**src/rtl/mlr_pkg.sv**
```systemverilog
// ============================================================================
// mlr_pkg
// Shared types, widths and octant mapping functions for the midpoint line
// rasteriser.
// ============================================================================
package mlr_pkg;

   // Coordinate width of endpoints and emitted pixels
   localparam int COORD_BITS = 12;
   // Octant-0 walk coordinates need one more bit (negated most negative value)
   localparam int WALK_BITS  = COORD_BITS + 1;
   // Decision variable and its increments
   localparam int DEC_BITS   = COORD_BITS + 4;

   typedef logic signed [COORD_BITS-1:0] coord_type;
   typedef logic signed [WALK_BITS-1:0]  walk_type;
   typedef logic signed [DEC_BITS-1:0]   dec_type;

   // Transaction kinds on the request channel
   typedef enum logic {
      REQ_START = 1'b0,
      REQ_STEP  = 1'b1
   } req_kind_type;

   // Octants, counted anticlockwise from the shallow positive one
   typedef enum logic [2:0] {
      OCT0 = 3'd0,
      OCT1 = 3'd1,
      OCT2 = 3'd2,
      OCT3 = 3'd3,
      OCT4 = 3'd4,
      OCT5 = 3'd5,
      OCT6 = 3'd6,
      OCT7 = 3'd7
   } octant_type;

   typedef struct packed {
      walk_type a;
      walk_type b;
   } point_type;

   // Everything the start transaction loads into the walker
   typedef struct packed {
      octant_type octant;
      walk_type   walk_x;
      walk_type   walk_y;
      walk_type   stop_x;
      dec_type    decision;
      dec_type    east_inc;
      dec_type    diag_inc;
      logic       last;
   } setup_type;

   // Map a point of the given octant into octant 0
   function automatic point_type to_oct0(octant_type oct, walk_type x, walk_type y);
      point_type p;
      case (oct)
         OCT0:    begin p.a = x;  p.b = y;  end
         OCT1:    begin p.a = y;  p.b = x;  end
         OCT2:    begin p.a = y;  p.b = -x; end
         OCT3:    begin p.a = -x; p.b = y;  end
         OCT4:    begin p.a = -x; p.b = -y; end
         OCT5:    begin p.a = -y; p.b = -x; end
         OCT6:    begin p.a = -y; p.b = x;  end
         default: begin p.a = x;  p.b = -y; end
      endcase
      return p;
   endfunction

   // Map an octant-0 point back into the given octant
   function automatic point_type from_oct0(octant_type oct, walk_type u, walk_type v);
      point_type p;
      case (oct)
         OCT0:    begin p.a = u;  p.b = v;  end
         OCT1:    begin p.a = v;  p.b = u;  end
         OCT2:    begin p.a = -v; p.b = u;  end
         OCT3:    begin p.a = -u; p.b = v;  end
         OCT4:    begin p.a = -u; p.b = -v; end
         OCT5:    begin p.a = -v; p.b = -u; end
         OCT6:    begin p.a = v;  p.b = -u; end
         default: begin p.a = u;  p.b = -v; end
      endcase
      return p;
   endfunction

   // Magnitude of a signed difference
   function automatic logic [WALK_BITS-1:0] mag(walk_type v);
      return v[WALK_BITS-1] ? WALK_BITS'(-v) : WALK_BITS'(v);
   endfunction

endpackage

```
**src/rtl/mlr_if.sv**
```systemverilog
// ============================================================================
// mlr_req_if / mlr_rsp_if
// Valid/ready channels of the rasteriser: endpoint and step requests in,
// pixels out.
// ============================================================================
interface mlr_req_if;
   import mlr_pkg::*;

   logic      valid;
   logic      ready;
   logic      req_type;
   coord_type x_start;
   coord_type y_start;
   coord_type x_end;
   coord_type y_end;

   modport source (output valid, req_type, x_start, y_start, x_end, y_end,
                   input ready);
   modport sink   (input valid, req_type, x_start, y_start, x_end, y_end,
                   output ready);
endinterface

interface mlr_rsp_if;
   import mlr_pkg::*;

   logic      valid;
   logic      ready;
   coord_type pixel_x;
   coord_type pixel_y;
   logic      pixel_valid;
   logic      last_pixel;

   modport source (output valid, pixel_x, pixel_y, pixel_valid, last_pixel,
                   input ready);
   modport sink   (input valid, pixel_x, pixel_y, pixel_valid, last_pixel,
                   output ready);
endinterface

```
**src/rtl/mlr_setup.sv**
```systemverilog
// ============================================================================
// mlr_setup
// Line setup: picks the octant, folds both endpoints into octant 0 and
// derives the midpoint decision variable and its increments.
// ============================================================================
module mlr_setup (
   input  mlr_pkg::coord_type x_start,
   input  mlr_pkg::coord_type y_start,
   input  mlr_pkg::coord_type x_end,
   input  mlr_pkg::coord_type y_end,
   output mlr_pkg::setup_type setup
);
   import mlr_pkg::*;

   walk_type   x1, y1, x2, y2;
   walk_type   dx, dy;
   logic       flat;
   octant_type oct;
   point_type  p1, p2;
   walk_type   ddx, ddy;
   dec_type    ddx_w, ddy_w;

   // Endpoint deltas in the wider walk format
   assign x1   = WALK_BITS'(x_start);
   assign y1   = WALK_BITS'(y_start);
   assign x2   = WALK_BITS'(x_end);
   assign y2   = WALK_BITS'(y_end);
   assign dx   = x2 - x1;
   assign dy   = y2 - y1;
   assign flat = mag(dx) > mag(dy);

   // Octant choice; equal magnitudes fall to the steep octant
   always_comb begin
      if (!dx[WALK_BITS-1] && !dy[WALK_BITS-1]) begin
         oct = flat ? OCT0 : OCT1;
      end else if (!dx[WALK_BITS-1]) begin
         oct = flat ? OCT7 : OCT6;
      end else if (dy[WALK_BITS-1]) begin
         oct = flat ? OCT4 : OCT5;
      end else begin
         oct = flat ? OCT3 : OCT2;
      end
   end

   // Fold into octant 0 and load the decision terms
   assign p1    = to_oct0(oct, x1, y1);
   assign p2    = to_oct0(oct, x2, y2);
   assign ddx   = p2.a - p1.a;
   assign ddy   = p2.b - p1.b;
   assign ddx_w = DEC_BITS'(ddx);
   assign ddy_w = DEC_BITS'(ddy);

   assign setup.octant   = oct;
   assign setup.walk_x   = p1.a;
   assign setup.walk_y   = p1.b;
   assign setup.stop_x   = p2.a;
   assign setup.decision = (ddy_w + ddy_w) - ddx_w;
   assign setup.east_inc = ddy_w + ddy_w;
   assign setup.diag_inc = (ddy_w - ddx_w) + (ddy_w - ddx_w);
   assign setup.last     = p1.a >= p2.a;

endmodule

```
**src/rtl/midpoint_line_rasterizer.sv**
```systemverilog
// ============================================================================
// midpoint_line_rasterizer
// Eight-octant midpoint line walker: a start transaction loads a line and
// returns its first pixel; a step on the active line returns the next pixel.
// ============================================================================
//
//   Channel  Dir  Handshake     Payload
//   req_chan in   valid/ready   req_type, x_start, y_start, x_end, y_end
//   rsp_chan out  valid/ready   pixel_x, pixel_y, pixel_valid, last_pixel
//
// One transaction per clock while the output is not stalled. A request is
// captured in the input register; its pixel is computed and the walker state
// updated as it moves into the output register, which presents the pixel.
// Reset is synchronous and clears the walker state, including the line-active
// flag, and both valid bits.
// A stalled output holds both stages; the input register still takes a
// transaction whenever it is empty.
// ============================================================================
module midpoint_line_rasterizer (
   input logic        clock,
   input logic        reset,
   mlr_req_if.sink    req_chan,
   mlr_rsp_if.source  rsp_chan
);
   import mlr_pkg::*;

   // Input register
   logic         in_valid_ff;
   req_kind_type in_type_ff;
   coord_type    in_x_start_ff, in_y_start_ff, in_x_end_ff, in_y_end_ff;

   // Walker state
   walk_type   walk_x_ff, walk_x_in;
   walk_type   walk_y_ff, walk_y_in;
   walk_type   stop_x_ff, stop_x_in;
   dec_type    decision_ff, decision_in;
   dec_type    east_inc_ff, east_inc_in;
   dec_type    diag_inc_ff, diag_inc_in;
   octant_type octant_ff, octant_in;
   logic       line_active_ff, line_active_in;

   // Output register
   logic       rsp_valid_ff;
   coord_type  pixel_x_ff, pixel_x_in;
   coord_type  pixel_y_ff, pixel_y_in;
   logic       pixel_valid_ff, pixel_valid_in;
   logic       last_pixel_ff, last_pixel_in;

   logic       advance, fire;
   setup_type  setup;
   walk_type   step_x, step_y;
   point_type  step_pt;

   // Handshake: stage moves when the output slot is free or being taken
   assign advance        = !rsp_valid_ff || rsp_chan.ready;
   assign fire           = in_valid_ff && advance;
   assign req_chan.ready = !in_valid_ff || advance;

   always_ff @(posedge clock) begin
      if (reset) begin
         in_valid_ff <= 1'b0;
      end else if (req_chan.ready) begin
         in_valid_ff <= req_chan.valid;
      end
   end

   always_ff @(posedge clock) begin
      if (req_chan.ready && req_chan.valid) begin
         in_type_ff    <= req_kind_type'(req_chan.req_type);
         in_x_start_ff <= req_chan.x_start;
         in_y_start_ff <= req_chan.y_start;
         in_x_end_ff   <= req_chan.x_end;
         in_y_end_ff   <= req_chan.y_end;
      end
   end

   // Line setup for start transactions
   mlr_setup u_setup (
      .x_start (in_x_start_ff),
      .y_start (in_y_start_ff),
      .x_end   (in_x_end_ff),
      .y_end   (in_y_end_ff),
      .setup   (setup)
   );

   // One midpoint step and the unfold back to the line's octant
   assign step_x  = walk_x_ff + WALK_BITS'(1);
   assign step_y  = decision_ff[DEC_BITS-1] ? walk_y_ff : walk_y_ff + WALK_BITS'(1);
   assign step_pt = from_oct0(octant_ff, step_x, step_y);

   // Next walker state and pixel
   always_comb begin
      walk_x_in      = walk_x_ff;
      walk_y_in      = walk_y_ff;
      stop_x_in      = stop_x_ff;
      decision_in    = decision_ff;
      east_inc_in    = east_inc_ff;
      diag_inc_in    = diag_inc_ff;
      octant_in      = octant_ff;
      line_active_in = line_active_ff;
      pixel_x_in     = '0;
      pixel_y_in     = '0;
      pixel_valid_in = 1'b0;
      last_pixel_in  = 1'b0;
      case (in_type_ff)
         REQ_START: begin
            walk_x_in      = setup.walk_x;
            walk_y_in      = setup.walk_y;
            stop_x_in      = setup.stop_x;
            decision_in    = setup.decision;
            east_inc_in    = setup.east_inc;
            diag_inc_in    = setup.diag_inc;
            octant_in      = setup.octant;
            line_active_in = !setup.last;
            pixel_x_in     = in_x_start_ff;
            pixel_y_in     = in_y_start_ff;
            pixel_valid_in = 1'b1;
            last_pixel_in  = setup.last;
         end
         REQ_STEP: begin
            if (line_active_ff) begin
               walk_x_in      = step_x;
               walk_y_in      = step_y;
               decision_in    = decision_ff[DEC_BITS-1] ? decision_ff + east_inc_ff
                                                        : decision_ff + diag_inc_ff;
               line_active_in = !(step_x >= stop_x_ff);
               pixel_x_in     = step_pt.a[COORD_BITS-1:0];
               pixel_y_in     = step_pt.b[COORD_BITS-1:0];
               pixel_valid_in = 1'b1;
               last_pixel_in  = step_x >= stop_x_ff;
            end
         end
         default: begin
            line_active_in = line_active_ff;
         end
      endcase
   end

   // Walker state registers
   always_ff @(posedge clock) begin
      if (reset) begin
         walk_x_ff      <= '0;
         walk_y_ff      <= '0;
         stop_x_ff      <= '0;
         decision_ff    <= '0;
         east_inc_ff    <= '0;
         diag_inc_ff    <= '0;
         octant_ff      <= OCT0;
         line_active_ff <= 1'b0;
      end else if (fire) begin
         walk_x_ff      <= walk_x_in;
         walk_y_ff      <= walk_y_in;
         stop_x_ff      <= stop_x_in;
         decision_ff    <= decision_in;
         east_inc_ff    <= east_inc_in;
         diag_inc_ff    <= diag_inc_in;
         octant_ff      <= octant_in;
         line_active_ff <= line_active_in;
      end
   end

   // Output register
   always_ff @(posedge clock) begin
      if (reset) begin
         rsp_valid_ff <= 1'b0;
      end else if (advance) begin
         rsp_valid_ff <= in_valid_ff;
      end
   end

   always_ff @(posedge clock) begin
      if (fire) begin
         pixel_x_ff     <= pixel_x_in;
         pixel_y_ff     <= pixel_y_in;
         pixel_valid_ff <= pixel_valid_in;
         last_pixel_ff  <= last_pixel_in;
      end
   end

   assign rsp_chan.valid       = rsp_valid_ff;
   assign rsp_chan.pixel_x     = pixel_x_ff;
   assign rsp_chan.pixel_y     = pixel_y_ff;
   assign rsp_chan.pixel_valid = pixel_valid_ff;
   assign rsp_chan.last_pixel  = last_pixel_ff;

   // ------------------------------------------------------------------------
   // Assertions
   // ------------------------------------------------------------------------

   // An idle step returns an all-zero transaction
   a_idle_zero: assert property (@(posedge clock) disable iff (reset)
      rsp_valid_ff && !pixel_valid_ff |->
         pixel_x_ff == '0 && pixel_y_ff == '0 && !last_pixel_ff)
      else $error("idle step result carries non-zero payload");

   // An active line has not yet reached its end x
   a_active_before_stop: assert property (@(posedge clock) disable iff (reset)
      line_active_ff |-> walk_x_ff < stop_x_ff)
      else $error("line active at or beyond its end point");

   // Emitting the last pixel ends the line
   a_last_ends_line: assert property (@(posedge clock) disable iff (reset)
      fire && last_pixel_in |=> !line_active_ff)
      else $error("line still active after its last pixel");

   // A step on an active line moves x by exactly one
   a_step_advances_x: assert property (@(posedge clock) disable iff (reset)
      fire && in_type_ff == REQ_STEP && line_active_ff |=>
         walk_x_ff == $past(walk_x_ff) + WALK_BITS'(1))
      else $error("step did not advance x by one");

endmodule
```
**src/flat_wrapper.sv**
```systemverilog
// flat-port wrapper written by rule: the top's interface ports become plain ports
module midpoint_line_rasterizer_flat import mlr_pkg::*;
  (clock, reset, req_chan_valid, req_chan_req_type, req_chan_x_start, req_chan_y_start, req_chan_x_end, req_chan_y_end, req_chan_ready, rsp_chan_valid, rsp_chan_pixel_x, rsp_chan_pixel_y, rsp_chan_pixel_valid, rsp_chan_last_pixel, rsp_chan_ready);
  mlr_req_if req_chan_i ();
  mlr_rsp_if rsp_chan_i ();
  input logic clock;
  input logic reset;
  input wire logic [$bits(req_chan_i.valid)-1:0] req_chan_valid;
  input wire logic [$bits(req_chan_i.req_type)-1:0] req_chan_req_type;
  input wire logic [$bits(req_chan_i.x_start)-1:0] req_chan_x_start;
  input wire logic [$bits(req_chan_i.y_start)-1:0] req_chan_y_start;
  input wire logic [$bits(req_chan_i.x_end)-1:0] req_chan_x_end;
  input wire logic [$bits(req_chan_i.y_end)-1:0] req_chan_y_end;
  output wire logic [$bits(req_chan_i.ready)-1:0] req_chan_ready;
  output wire logic [$bits(rsp_chan_i.valid)-1:0] rsp_chan_valid;
  output wire logic [$bits(rsp_chan_i.pixel_x)-1:0] rsp_chan_pixel_x;
  output wire logic [$bits(rsp_chan_i.pixel_y)-1:0] rsp_chan_pixel_y;
  output wire logic [$bits(rsp_chan_i.pixel_valid)-1:0] rsp_chan_pixel_valid;
  output wire logic [$bits(rsp_chan_i.last_pixel)-1:0] rsp_chan_last_pixel;
  input wire logic [$bits(rsp_chan_i.ready)-1:0] rsp_chan_ready;
  assign req_chan_i.valid = req_chan_valid;
  assign req_chan_i.req_type = req_chan_req_type;
  assign req_chan_i.x_start = req_chan_x_start;
  assign req_chan_i.y_start = req_chan_y_start;
  assign req_chan_i.x_end = req_chan_x_end;
  assign req_chan_i.y_end = req_chan_y_end;
  assign req_chan_ready = req_chan_i.ready;
  assign rsp_chan_valid = rsp_chan_i.valid;
  assign rsp_chan_pixel_x = rsp_chan_i.pixel_x;
  assign rsp_chan_pixel_y = rsp_chan_i.pixel_y;
  assign rsp_chan_pixel_valid = rsp_chan_i.pixel_valid;
  assign rsp_chan_last_pixel = rsp_chan_i.last_pixel;
  assign rsp_chan_i.ready = rsp_chan_ready;
  midpoint_line_rasterizer u_core (.clock(clock), .reset(reset), .req_chan(req_chan_i), .rsp_chan(rsp_chan_i));
endmodule
```
**config.mk**
```make
export PLATFORM = sky130hd
export DESIGN_NAME = midpoint_line_rasterizer_flat
export DESIGN_NICKNAME = d
export VERILOG_FILES = /design/src/rtl/mlr_pkg.sv /design/src/rtl/mlr_if.sv /design/src/rtl/mlr_setup.sv /design/src/rtl/midpoint_line_rasterizer.sv /design/src/flat_wrapper.sv
export SDC_FILE = /design/constraint.sdc
export NUM_CORES = 1
export LEC_CHECK = 0
export ABC_AREA = 0
export BUFFER_PORTS_ARGS = -buffer_cell sky130_fd_sc_hd__clkbuf_2
export CORE_AREA = 2 2 242 220
export DETAILED_ROUTE_END_ITERATION = 7
export DIE_AREA = 0 0 244 222
export GPL_TIMING_DRIVEN = 0
export PLACE_DENSITY_LB_ADDON = 0.12
export SETUP_SLACK_MARGIN = 0.5
export SLEW_MARGIN = 25
export SYNTH_ARGS = -nofsm -noshare
export SYNTH_HDL_FRONTEND = slang
export SYNTH_SLANG_ARGS = --single-unit
```
**constraint.sdc**
```tcl
create_clock -name clock -period 14.65 [get_ports clock]
set_clock_uncertainty 0.1 [all_clocks]
set_input_delay 2.1975 -clock clock [delete_from_list [all_inputs] [get_ports clock]]
set_output_delay 2.1975 -clock clock [all_outputs]
set_load 0.01 [all_outputs]
```
Yosys cells after proc, flatten, opt, wreduce, memory -nomap -nowiden --
Cells that the tools add are included.
Word-level totals: bits of input ports 53, output and inout port bits 28, flip-flop bits (word level) 166, word-level logic and storage cells 101
Cells by class: bitwise logic cells 1, multiplexer cells 30, $lt $le $gt $ge 3, reductions and logical operators 15, add/sub/neg operators 20, equal/unequal tests 13
Operators by type and width (number):
- case mux 26 bit (7 select lines) | 2
- case mux 25 bit (7 select lines) | 1
- 2-to-1 mux 13 bit | 5
- negation 12 -> 13 bit | 4
- negation 13 bit | 4
- case mux 13 bit (2 select lines) | 2
- case mux 12 bit (2 select lines) | 2
- 2-to-1 mux 16 bit | 2
- case mux 16 bit (2 select lines) | 1
- adder 13 x 2 -> 13 bit, second input constant | 2
- >= comparator 13 bit | 2
- subtractor 12 x 12 -> 13 bit | 2
- subtractor 13 bit | 2
- 2-to-1 mux 12 bit | 2
- equality test 3 bit, second input constant | 6
- adder 16 x 14 -> 16 bit | 1
- adder 16 bit | 1
- adder 14 x 14 -> 15 bit | 1
- subtractor 14 x 13 -> 15 bit | 1
- adder 13 x 13 -> 14 bit | 1
- subtractor 13 x 13 -> 14 bit | 1
- > comparator 13 bit | 1
- equality test 3 x 2 -> 1 bit, second input constant | 4
- 2-to-1 mux 3 bit | 3
- other kinds (10) | 29

Depth between registers and ports, before layout --
word-level depth 14, depth in mapped cells 46, gate-level depth less buffers 43

By module --
A second synthesis with hierarchy kept.
Second synthesis, totals: cells, all modules 2234, area total of the unflattened synthesis 16993.8 sq um
Modules (own cells, without submodules):
- midpoint_line_rasterizer | area an instance 9701.8 sq um, instances 1, cells each 1128
- mlr_setup | area an instance 7292.0 sq um, instances 1, cells each 1106

Worst setup path before layout --
Ideal clock, no wire load.
kind register to register, from reg u_core.in_y_start_ff[1], to reg u_core.decision_ff[11], slack 5637 ps, stages on the path, launching flop included 38, data arrival time 8785 ps, required time 14422 ps, path buffers 1, cell sequence edfxtp_1 -> inv_1 -> ha_1 -> nor2b_1 -> o21ai_1 -> a21oi_1 -> o21a_1 -> nor2_1 -> xnor2_1 -> or4_1 -> or3_1 -> or3_1 -> or4_1 -> ha_1 -> nand4_2 -> a21oi_1 -> nor3_2 -> nor2_2 -> [... 2 more ...] -> o21ai_0 -> mux4_2 -> o21ai_0 -> ha_1 -> nor2b_1 -> o21a_1 -> nor2_1 -> xnor2_1 -> ha_1 -> o21ai_0 -> o21bai_1 -> maj3_1 -> a221oi_2 -> o31ai_1 -> maj3_1 -> xor2_1 -> a222oi_1 -> nor2_1
RTL lines:
- from (decl) | RTL line midpoint_line_rasterizer.sv:30 | coord_type in_x_start_ff, in_y_start_ff, in_x_end_ff, in_y_end_ff;
- from (signal assigned) | RTL line midpoint_line_rasterizer.sv:71 | in_y_start_ff <= req_chan.y_start;
- to (signal assigned) | RTL line midpoint_line_rasterizer.sv:154 | decision_ff <= decision_in;
- to (decl) | RTL line midpoint_line_rasterizer.sv:36 | dec_type decision_ff, decision_in;

==> metrics.txt <==
outcome=finished clean; Via density=5.95; HP Start=u_core.east_inc_ff[5]$_SDFFE_PP0P_; Worst path max stage delay=0.95 ns; largest net degree at the start of global routing=49; CP Data Arrival Time=12.83 ns; top-area cell type share of the netlist area=13.8%; clk_lat worst skew=0.52 ns; delay-heaviest family, CP=simple AND/OR/NAND/NOR gates; GPL Wtd Cong=0.958; Final Slew Violations=0; FP Rows=79; Hold Buf Count CTS=0; Post-synth EDFFs=75; CP Max Fanout=10; Ys Warns=0; HPWL Detailed=59,900 um; Synth Register Bits=161; Final WS setup=2.07 ns; Reg clk slew, reported paths=0.08 ns; crit path capture type=flip-flop; top_reg_cell synth=dfxtp_1; initial drt markers=1,879; largest area contributor in the netlist=edfxtp_1; Period minus WS final=12.58 ns; most common cell in the netlist=nor2_1; core area=0.0515 mm2; Worst R2R Start=u_core.in_y_start_ff[1]$_DFFE_PP_; CP max stage cell=a211oi_1; commonest cells in the netlist=nor2_1, nand2_1, a21oi_1; Synth cell types=96; Die H=222 um; io pins=81; WHS Path Cells=2; synthesized area per cell=7.91 um2; starting density of the core=31.7%; gr usage total=27.7%; Worst Path Buf+Inv=3; Area contributors post-synth=edfxtp_1, dfxtp_1, ha_1, xnor2_1, a21oi_1; PostCTS Resize Cnt=0; Layout Nets=2,337; postcts setup bufs=0; full die area=0.0542 mm2; post-synthesis cell area=0.0163 mm2; root buffer cell=clkbuf_16; setup_tns=0 ns; post-layout util=35.6%; DRT Wirelength=75,600 um; Max Fclk=79.5 MHz; Residual DRC=0; pre-CTS setup slack=2.47 ns; H-tree depth=4; DRT Pass-1 Iters=6; MaxCap Viol Count=0; Antenna Nets Post-Route=0; vias in the first global route=15,920; synthesized instance count=2,064; total CTS buffers=17; total number of vias=17,043; crit path kind=reg -> reg; worst-margin pin slew=1.25 ns; total grt overflow=0; endpoints failing hold=0; first-pass GRT wire length=110,000 um; CTS tree=built; P&R area growth vs syn=12.2%; R2R depth=38; layout cells sized above 1=9.60%; syn_nets=2,238; r2r setup slk=2.07 ns; sequential area share after synthesis=24.3%; WHS Endpoint=u_core.east_inc_ff[5]$_SDFFE_PP0P_; Num Clock Sinks=161; R2R Path End=u_core.decision_ff[15]$_SDFFE_PP0P_; Worst setup SP type=flip-flop; antenna cells=0; Die Width=244 um; final setup vio count=0; Max Buffers Root-to-Sink=2; Slew HR=16.5%; worst hold path class=reg -> reg; RSZ-0062 raised after global routing=no; Async S/R FF share, synth=0%; period utilisation layout=85.9%; I/O Buffers=79; routed len/inst=26.4 um; antenna violations before repair=1; Required @ worst endpoint=14.90 ns
==> through the flow <==
step / area [um2] / cells / hold slack [ns]
after floorplan: 16300 / 2064 / 0.329
final: 18300 / 2864 / 0.358
after global routing: 18300 / 2864 / 0.368
after detailed placement: 17600 / 2832 / 0.347
after CTS: 18300 / 2864 / 0.357
after global placement: 17600 / 2831 / 0.343
==> final cells by class <==
type                            count  area, um2
Clock buffer                       17        425
Multi-Input combinational cell   1696      11600
Clock inverter                     15        250
Sequential cell                   161       3970
Fill cell                        5432      33200
Tap cell                          688        861
Inverter                           91        342
Timing Repair Buffer               80        423
Buffer                            116        475
==> worst max path at each step <==
stage | start | endpoint | slack (ns) | cells past startpoint
after global placement | u_core.in_y_start_ff[1]$_DFFE_PP_ | u_core.decision_ff[15]$_SDFFE_PP0P_ | 2.48 | 38
after floorplan | u_core.in_y_start_ff[1]$_DFFE_PP_ | u_core.decision_ff[11]$_SDFFE_PP0P_ | 5.64 | 37
after detailed placement | u_core.in_y_start_ff[1]$_DFFE_PP_ | u_core.decision_ff[15]$_SDFFE_PP0P_ | 2.47 | 38
after global routing | u_core.in_y_start_ff[1]$_DFFE_PP_ | u_core.decision_ff[15]$_SDFFE_PP0P_ | 1.83 | 39
final | u_core.in_y_start_ff[1]$_DFFE_PP_ | u_core.decision_ff[15]$_SDFFE_PP0P_ | 2.07 | 38
after CTS | u_core.in_y_start_ff[1]$_DFFE_PP_ | u_core.decision_ff[15]$_SDFFE_PP0P_ | 2.41 | 39
==> layout by cell type (no fill, tap or decap), types with 12 or more instances in the layout <==
cell type  instances
edfxtp_1          75
or4_1             12
mux2i_1           15
o21ai_0          114
clkbuf_2          79
dfxtp_1           86
o211ai_1          28
clkbuf_16         17
a21oi_1          159
or3_1             33
a21o_1            24
o22ai_1           31
and3_1            13
mux4_2            19
ha_1             114
and2_1            14
nand2b_1          14
xnor2_1           98
nor2_1           209
nand2_1          200
nor2b_1           29
a221oi_1          12
inv_1             87
a22o_1            12
o31ai_1           14
nor3_1            60
o21a_1            25
nand3_1           57
mux2_2            18
nand4_1           20
a211oi_1          54
xor2_1            68
a31oi_1           25
clkbuf_1          93
a22oi_1           13
==> worst min-delay path: stages (launching register included) <==
cell	delay, ns
dfxtp_1	0.31
nand2_1	0.05
a21oi_1	0.05
==> sequential cells by signal, indices dropped and copies added (netlist names) <==
name and count:
u_core.in_valid_ff 1, u_core.in_type_ff 1, u_core.in_y_end_ff 12, u_core.walk_x_ff 13, u_core.walk_y_ff 12, u_core.rsp_chan.pixel_x 12, u_core.line_active_ff 1, u_core.in_x_start_ff 12
u_core.decision_ff 15, u_core.diag_inc_ff 14, u_core.rsp_chan.last_pixel 1, u_core.in_x_end_ff 12, u_core.rsp_chan.valid 1, u_core.rsp_chan.pixel_y 12, u_core.stop_x_ff 13, u_core.in_y_start_ff 12
u_core.east_inc_ff 13, u_core.rsp_chan.pixel_valid 1, u_core.octant_ff 3
==> metal layers <==
layer  global-route usage (%)  up-vias  routed length [um]
li1                         -     7871                   -
met1                     40.6     8267               35500
met2                     40.4      807               31700
met3                     5.88       98                6380
met4                     8.30        0                1980
met5                        0        -                   0
==> cell families (layout without fill, tap and decap cells) <==
group,count (synthesis),in the layout,share of synthesized area [%]
buffers and inverters,207,319,5.00
AOI/OAI and AO/OA,631,631,25.8
adders and majority gates,128,128,10.0
and+or+nand+nor,715,715,20.8
DFF,161,161,24.3
muxes,52,52,4.78
xor gates and xnor gates,170,170,9.25
Power is left out: the tool's default activity adds up to more than one toggle a clock period on the data nets, which glitch-free logic cannot reach.
